<file path="config.mk">
export PLATFORM = sky130hd
export DESIGN_NAME = egm_isqrt
export DESIGN_NICKNAME = d
export VERILOG_FILES = /design/src/design/egm_pkg.sv /design/src/design/egm_isqrt.sv
export SDC_FILE = /design/constraint.sdc
export NUM_CORES = 1
export LEC_CHECK = 0
export CAP_MARGIN = 20
export CORE_UTILIZATION = 50
export CTS_BUF_LIST = sky130_fd_sc_hd__clkbuf_16
export DETAILED_ROUTE_END_ITERATION = 7
export DONT_BUFFER_PORTS = 1
export PLACE_DENSITY = 0.62
export SYNTH_ARGS = -nofsm -noshare
export SYNTH_HDL_FRONTEND = slang
export SYNTH_SLANG_ARGS = --single-unit
</file>
<file path="constraint.sdc">
create_clock -name clk_i -period 10.66 [get_ports clk_i]
set_input_delay 0.533 -clock clk_i [delete_from_list [all_inputs] [get_ports clk_i]]
set_output_delay 0.533 -clock clk_i [all_outputs]
set_load 0.01 [all_outputs]
</file>
<file path="src/design/egm_pkg.sv">
// shared types and constants of the embedding gallery match block
// no dependencies
package egm_pkg;

  localparam int VECTOR_DIM_DEF     = 512;
  localparam int MAX_SAMPLES_DEF    = 64;
  localparam int MAX_IDENTITIES_DEF = 64;
  localparam int ELEMENT_BITS_DEF   = 16;

  localparam int CFG_W      = 17;
  localparam int CFG_IDX_W  = 2;
  localparam int VLEN_W     = 10;
  localparam int THR_W      = 16;
  localparam int MARGIN_W   = 17;
  localparam int STATUS_W   = 3;
  localparam int ID_OUT_W   = 6;
  localparam int SIM_W      = 16;
  localparam int FRAC_STEPS = 16;

  localparam logic [VLEN_W-1:0] VLEN_RESET = 10'd512;
  localparam logic signed [SIM_W-1:0] SIM_NONE = 16'sh8000;
  localparam logic signed [SIM_W-1:0] SIM_MAX  = 16'sh7FFF;

  typedef enum logic [1:0] {
    CMD_CLEAR  = 2'd0,
    CMD_SAMPLE = 2'd1,
    CMD_QUERY  = 2'd2,
    CMD_NONE   = 2'd3
  } cmd_e;

  typedef enum logic [CFG_IDX_W-1:0] {
    REG_VECTOR_LENGTH    = 2'd0,
    REG_ACCEPT_THRESHOLD = 2'd1,
    REG_REQUIRED_MARGIN  = 2'd2
  } reg_e;

  typedef enum logic [STATUS_W-1:0] {
    ST_MATCH        = 3'd0,
    ST_UNKNOWN      = 3'd1,
    ST_ZERO_QUERY   = 3'd2,
    ST_ZERO_SAMPLE  = 3'd3,
    ST_LEN_MISMATCH = 3'd4,
    ST_GALLERY_FULL = 3'd5
  } status_e;

  typedef struct packed {
    logic busy;
    logic done;
  } sq_stat_t;

endpackage

</file>
<file path="src/design/egm_isqrt.sv">
// bit-pair integer square root, one result bit per cycle
// depends on egm_pkg for the status struct
module egm_isqrt import egm_pkg::*; #(
  parameter int SQ_W = 40
) (
  input  logic                  clk_i,
  input  logic                  rst_ni,
  input  logic                  start_i,
  input  logic [SQ_W-1:0]       n_i,
  output sq_stat_t              stat_o,
  output logic [SQ_W/2-1:0]     root_o
);

  localparam int ROOT_W = SQ_W / 2;
  localparam int CNT_W  = $clog2(ROOT_W + 1);

  logic [SQ_W-1:0]  n_q, res_q, bit_q;
  logic [SQ_W-1:0]  trial;
  logic [CNT_W-1:0] cnt_q;
  logic             busy_q, done_q;

  assign trial = res_q + bit_q;

  always_ff @(posedge clk_i or negedge rst_ni) begin
    if (!rst_ni) begin
      busy_q <= 1'b0;
      done_q <= 1'b0;
      cnt_q  <= '0;
      n_q    <= '0;
      res_q  <= '0;
      bit_q  <= '0;
    end else begin
      done_q <= 1'b0;
      if (start_i) begin
        n_q    <= n_i;
        res_q  <= '0;
        bit_q  <= SQ_W'(1) << (SQ_W - 2);
        cnt_q  <= '0;
        busy_q <= 1'b1;
      end else if (busy_q) begin
        if (n_q >= trial) begin
          n_q   <= n_q - trial;
          res_q <= (res_q >> 1) + bit_q;
        end else begin
          res_q <= res_q >> 1;
        end
        bit_q <= bit_q >> 2;
        cnt_q <= cnt_q + CNT_W'(1);
        if (cnt_q == CNT_W'(ROOT_W - 1)) begin
          busy_q <= 1'b0;
          done_q <= 1'b1;
        end
      end
    end
  end

  assign stat_o.busy = busy_q;
  assign stat_o.done = done_q;
  assign root_o      = res_q[ROOT_W-1:0];

endmodule

</file>
==> results.sh, run 1 <==
export IMPL_insertion_delay_ns=0.37
export IMPL_p_total_mw=2.47
export IMPL_fmax_mhz=166
export IMPL_hold_class="primary input to asynchronous set/reset pin"
export IMPL_htreeDepth=3
export IMPL_worstPathArrival_ns=6.31
export IMPL_skew_ns=0.0127
export IMPL_clkTransAtPathRegs_ns=0.08
export IMPL_ys_ff_latch=107
export IMPL_core_area_um2=18900
export IMPL_endpoint_kind="flip-flop"
export IMPL_fin_setup_tns_ns=0
export IMPL_syn_avg_cell_area_um2=8.12
export IMPL_report_final_hold_viol_count=0
export IMPL_ir_drop_uv=187
export IMPL_cts_tree="done"
export IMPL_holdWs_ns=0.0635
export IMPL_ant_nets=0
export IMPL_grt_use_total_pct=25.4
export IMPL_clock_sinks=107
export IMPL_nets=1263
export IMPL_syn_to_final_growth_pct=2.13
export IMPL_synthFlopType="dfrtp_1"
export IMPL_synth_cells=1203
export IMPL_required_ns=10.93
export IMPL_port_buffers=0
export IMPL_rsz0062_at_grt="false"
export IMPL_firstDrtPassIters=5
export IMPL_synth_cell_type_count=77
export IMPL_final_util_pct=52.8
export IMPL_finalNonFillerCells=1401
export IMPL_diodes=0
export IMPL_post_cts_resized=0
export IMPL_critPathMaxFanout=19
export IMPL_grt_max_degree=156
export IMPL_drive_gt1_share_pct=4.21
export IMPL_die_w_um=142
export IMPL_worst_slew_pin_slew_ns=0.803
export IMPL_first_iter_violations=542
export IMPL_io_pins=65
export IMPL_powerDensity_nw_per_um2=248
export IMPL_min_period_ns=6.03
export IMPL_die_height_um=142
export IMPL_grt_overflow=0
export IMPL_place_inst=1384
export IMPL_yosysWarnings=0
export IMPL_setup_viol=0
export IMPL_dp_slack_ns=4.59
export IMPL_period_share_pct=56.6
export IMPL_dpl_cell_area_um2=9670
export IMPL_syn_cell_area_um2=9760
export IMPL_antenna_found_initial=0
export IMPL_synth_area_leaders="dfrtp_1, ha_1, nor2_1"
export IMPL_drc=0
export IMPL_routed_wl_mm=24.7
export IMPL_synth_async_sr_flop_share_pct=100
export IMPL_root_buffer="clkbuf_16"
export IMPL_gp_congestion=0.875
export IMPL_multi_input_area_um2=6560
export IMPL_ctsLongestPathBuffers=2
export IMPL_rows=50
export IMPL_slew_violations=0
export IMPL_worst_setup_path_start_kind="flip-flop"
export IMPL_viasPerCell=5.99
export IMPL_wl_per_cell_um=17.6
export IMPL_fin_area_um2=9970
export IMPL_yosysTopAreaCellShare_pct=27.4
export IMPL_slew_headroom_pct=46.5
export IMPL_status="finished clean"
export IMPL_grt_pass1_vias=7672
export IMPL_cts_made_buffers=9
export IMPL_cts_setup_buffers=0
export IMPL_synth_fp_nets=1330
export IMPL_regArea_um2=2680
export IMPL_vias=8391
export IMPL_ys_seq_area_share_pct=27.4
export IMPL_dieArea_um2=20100
export IMPL_synth_edf_count=0
export IMPL_grt_pass1_wl_mm=40.6
export IMPL_cap_violations=0
export IMPL_setup_ws_ns=4.63
export IMPL_yosysTopAreaCell="dfrtp_1"
export IMPL_power_leakage_nw=4.43
export IMPL_dp_hpwl_mm=18.0
export IMPL_start_util_pct=51.7
export IMPL_crit_type="flip-flop to flip-flop"
export IMPL_fillCellCount=1867
==> cell usage in the layout (no fill, tap or decap), types with 5 or more instances in the layout <==
master	synthesis	final
nor4_1	11	11
nand4_1	17	17
o21ai_0	76	76
xor2_1	60	60
and2_1	6	6
inv_1	17	17
or3_1	9	9
nor3_1	28	28
a211oi_1	34	34
and3_1	15	15
nand2_1	121	121
o21ai_1	12	12
a221oi_1	5	5
a31oi_1	42	42
ha_1	83	83
o21a_1	10	10
xnor2_1	32	32
o22ai_1	5	5
nor2b_1	8	8
mux2i_1	36	36
a21oi_1	88	88
o31ai_1	5	5
nor2_1	140	140
a21o_1	39	39
nand3_1	15	15
and3b_1	6	6
dfrtp_1	107	106
clkbuf_16	0	9
a311oi_1	9	9
a31o_2	7	7
nand2b_1	11	11
buf_4	22	5
==> what timing repair did <==
| item | CTS | global route |
|---|---|---|
| hold endpoints to repair | 107 | 0 |
| hold buffers | 1 | 0 |
| setup endpoints to repair | 0 | 0 |
==> path summary, 6_finish.rpt <==
check | start | to | slack [ns] | cells past startpoint
max | res_q[0]$_DFFE_PN0P_ | res_q[21]$_DFFE_PN0P_ | 4.63 | 20
min | rst_ni | n_q[16]$_DFFE_PN0P_ | 0.06 | 1
max reg2reg | res_q[0]$_DFFE_PN0P_ | res_q[21]$_DFFE_PN0P_ | 4.63 | 20
min reg2reg | n_q[38]$_DFFE_PN0P_ | n_q[38]$_DFFE_PN0P_ | 0.55 | 2
max in group asynchronous | rst_ni | res_q[31]$_DFFE_PN0P_ | 10.08 | 1
min in group clk_i | start_i | n_q[32]$_DFFE_PN0P_ | 0.26 | 1
==> critical path, cell delays in order, from the launching register on <==
cell,delay [ns]
dfrtp_1,0.43
ha_1,0.24
ha_1,0.21
a21o_1,0.20
a31oi_1,0.26
o21ai_0,0.19
nor4bb_1,0.48
o31ai_1,0.18
a31oi_1,0.23
nor2_1,0.05
o21ai_0,0.19
xor2_1,0.10
ha_1,0.43
nand4_1,0.16
nor3_1,0.31
nand3_1,0.16
o41ai_1,0.70
o21a_1,0.72
o21ai_0,0.26
xor2_1,0.20
a211oi_1,0.23
==> metal layers <==
metal	vias up	track usage (%)	share of wire [%]
met5	-	0	0
met4	0	5.09	0.83
met3	16	3.41	4.4
met2	188	38.1	43
met1	3942	38.6	52
li1	4245	-	-
==> state kept, by name, indices dropped and copies added, names as in the netlist <==
signal / count
cnt_q: 5
busy_q: 1
done_q: 1
n_q: 40
res_q: 40
bit_q: 20
==> synth_stat cells (4+ instances only) <==
| cell type | n |
|---|---|
| nor2_1 | 140 |
| nand2_1 | 121 |
| dfrtp_1 | 107 |
| a21oi_1 | 88 |
| ha_1 | 83 |
| o21ai_0 | 76 |
| xor2_1 | 60 |
| clkbuf_1 | 45 |
| a31oi_1 | 42 |
| a21o_1 | 39 |
| mux2i_1 | 36 |
| a211oi_1 | 34 |
| xnor2_1 | 32 |
| nor3_1 | 28 |
| buf_4 | 22 |
| inv_1 | 17 |
| nand4_1 | 17 |
| and3_1 | 15 |
| nand3_1 | 15 |
| o21ai_1 | 12 |
| buf_2 | 11 |
| nand2b_1 | 11 |
| nor4_1 | 11 |
| o21a_1 | 10 |
| a311oi_1 | 9 |
| or3_1 | 9 |
| nor2b_1 | 8 |
| a31o_2 | 7 |
| and2_1 | 6 |
| and3b_1 | 6 |
| a221oi_1 | 5 |
| clkbuf_8 | 5 |
| o22ai_1 | 5 |
| o31ai_1 | 5 |
| o211ai_1 | 4 |
==> where the power goes <==
group          switching, mW  leakage, nW  internal (mW)  total (mW)
Clock                  0.169        0.137          0.161       0.330
Sequential            0.0774         1.40          0.493       0.571
Combinational          0.960         2.88          0.612        1.57
==> cell type report <==
cell class	count	area share, %
multi-input cells	995	65.8
flip-flops and latches	107	26.9
well taps	260	3.26
clock buffers	9	2.26
repair buffers	6	0.652
inverters	17	0.640
clock inverters	7	0.502
==> cell families after synthesis <==
group                    count (synthesis)  share of synthesized area [%]
flip-flops                             107                           27.4
XOR/XNOR                                92                           8.25
AO/OA/AOI/OAI                          370                           24.3
adder cells (fa/ha/maj)                 84                           10.8
multiplexers                            39                           4.04
AND/OR/NAND/NOR                        410                           19.6
buffers and inverters                  101                           5.46
Power figures use the tool's default switching activity.
==> run 2, diff against run 1 <==
Clock period 10.66 ns to 6.2 ns, I/O delays scaled along.
==> results.sh, run 2 (same netlist as run 1, synthesis figures left out) <==
export IMPL_clkTransAtPathRegs_ns=0.08
export IMPL_p_total_mw=4.41
export IMPL_whs_path_depth=1
export IMPL_routed_wl_mm=24.8
export IMPL_fin_setup_tns_ns=0
export IMPL_final_cell_mix="nor2_1, nand2_1, dfrtp_1, a21oi_1, ha_1"
export IMPL_worstPathArrival_ns=5.73
export IMPL_final_common_cell="nor2_1"
export IMPL_startpoint="res_q[0]$_DFFE_PN0P_"
export IMPL_fmax_mhz=181
export IMPL_diodes=0
export IMPL_grt_use_total_pct=25.4
export IMPL_rsz0062_at_grt="false"
export IMPL_cap_violations=0
export IMPL_cts_setup_buffers=0
export IMPL_endpoint="res_q[28]$_DFFE_PN0P_"
export IMPL_r2r_start="res_q[0]$_DFFE_PN0P_"
export IMPL_drc=0
export IMPL_multi_input_area_um2=6570
export IMPL_dp_hpwl_mm=17.8
export IMPL_dpl_cell_area_um2=9740
export IMPL_power_leakage_nw=4.49
export IMPL_root_buffer="clkbuf_16"
export IMPL_firstDrtPassIters=6
export IMPL_reg2reg_to="res_q[28]$_DFFE_PN0P_"
export IMPL_reg2reg_slack_ns=0.68
export IMPL_grt_pass1_wl_mm=40.6
export IMPL_dp_slack_ns=0.451
export IMPL_drive_gt1_share_pct=4.88
export IMPL_fin_area_um2=10100
export IMPL_grt_overflow=0
export IMPL_report_final_hold_viol_count=0
export IMPL_htreeDepth=3
export IMPL_ctsLongestPathBuffers=2
export IMPL_top_regs="n_q (40), res_q (40), bit_q (20)"
export IMPL_insertion_delay_ns=0.37
export IMPL_setup_viol=0
export IMPL_worst_slew_pin_slew_ns=0.836
export IMPL_nets=1270
export IMPL_viasPerCell=5.94
export IMPL_status="finished clean"
export IMPL_antenna_found_initial=0
export IMPL_cts_tree="done"
export IMPL_regArea_um2=2680
export IMPL_setup_ws_ns=0.684
export IMPL_rows=50
export IMPL_required_ns=6.41
export IMPL_die_height_um=142
export IMPL_min_period_ns=5.52
export IMPL_syn_to_final_growth_pct=3.34
export IMPL_skew_ns=0.0101
export IMPL_endpoint_kind="flip-flop"
export IMPL_period_share_pct=89.0
export IMPL_vias=8357
export IMPL_wl_per_cell_um=17.6
export IMPL_first_iter_violations=624
export IMPL_powerDensity_nw_per_um2=437
export IMPL_dieArea_um2=20100
export IMPL_core_area_um2=18900
export IMPL_fillCellCount=1846
export IMPL_clock_sinks=107
export IMPL_gp_congestion=0.894
export IMPL_io_pins=65
export IMPL_start_util_pct=51.7
export IMPL_critPathMaxFanout=61
export IMPL_crit_type="flip-flop to flip-flop"
export IMPL_grt_max_degree=156
export IMPL_final_util_pct=53.4
export IMPL_slew_headroom_pct=43.8
export IMPL_ir_drop_uv=321
export IMPL_r2r_cells=21
export IMPL_die_w_um=142
export IMPL_slew_violations=0
export IMPL_ant_nets=0
export IMPL_port_buffers=0
export IMPL_cts_made_buffers=9
export IMPL_grt_pass1_vias=7668
export IMPL_worst_setup_path_start_kind="flip-flop"
export IMPL_hold_class="primary input to flip-flop"
## run 2: worst max-delay path, cell delays in order, from the launching register on
cell and delay (ns):
dfrtp_1 0.43, ha_1 0.23, ha_1 0.21, a21o_1 0.20, a31oi_1 0.26, o21ai_0 0.19
nor4bb_1 0.45, o31ai_1 0.18, a21oi_1 0.34, nor2_1 0.07, o21ai_0 0.19, xor2_1 0.19
ha_1 0.32, a21o_1 0.18, a21o_1 0.17, a2111oi_1 0.37, buf_4 0.18, o41ai_2 0.09
o211ai_1 0.28, buf_12 0.30, or2_1 0.35, o221ai_1 0.18
## run 2: per-layer routing
layer	routed length, um	up-vias	track usage [%]
met2	10700	178	38.4
met4	327	0	6.62
met1	12600	3903	37.9
met5	0	-	0
li1	-	4255	-
met3	1160	21	3.21
## run 2: final cells by class
class,instances,area share [%]
inverter,17,0.632
multi-input combinational,995,65.1
clock buffer,9,2.23
timing repair buffer,13,1.44
tap,260,3.22
clock inverter,7,0.756
sequential,107,26.6
## run 2: stage by stage
stage,instances,hold slack [ns]
floorplan,1203,0.0144
global placement,1390,0.0184
detailed placement,1390,0.0193
CTS,1408,0.00361
global route,1408,0.00755
finish,1408,0.0382
## run 2: how the worst min path moves through the flow
stage	start	endpoint	slack [ns]
floorplan	rst_ni	bit_q[0]$_DFFE_PN0P_	0.01
finish	start_i	n_q[32]$_DFFE_PN0P_	0.04
CTS	start_i	res_q[37]$_DFFE_PN0P_	0.004
global route	start_i	res_q[37]$_DFFE_PN0P_	0.008
global placement	rst_ni	n_q[8]$_DFFE_PN0P_	0.02
detailed placement	rst_ni	n_q[8]$_DFFE_PN0P_	0.02
## run 2: report_power, final
part           total (mW)  switching, mW  internal [mW]
registers           0.974          0.126          0.848
logic                2.82           1.70           1.13
clock network       0.611          0.293          0.319
## run 2: what timing repair did
item / 4_1_cts / 5_1_grt
endpoints found under the setup margin: 0 / 39
hold buffers: 2 / 0
resized for setup: 0 / 2
hold endpoints to repair: 107 / 0
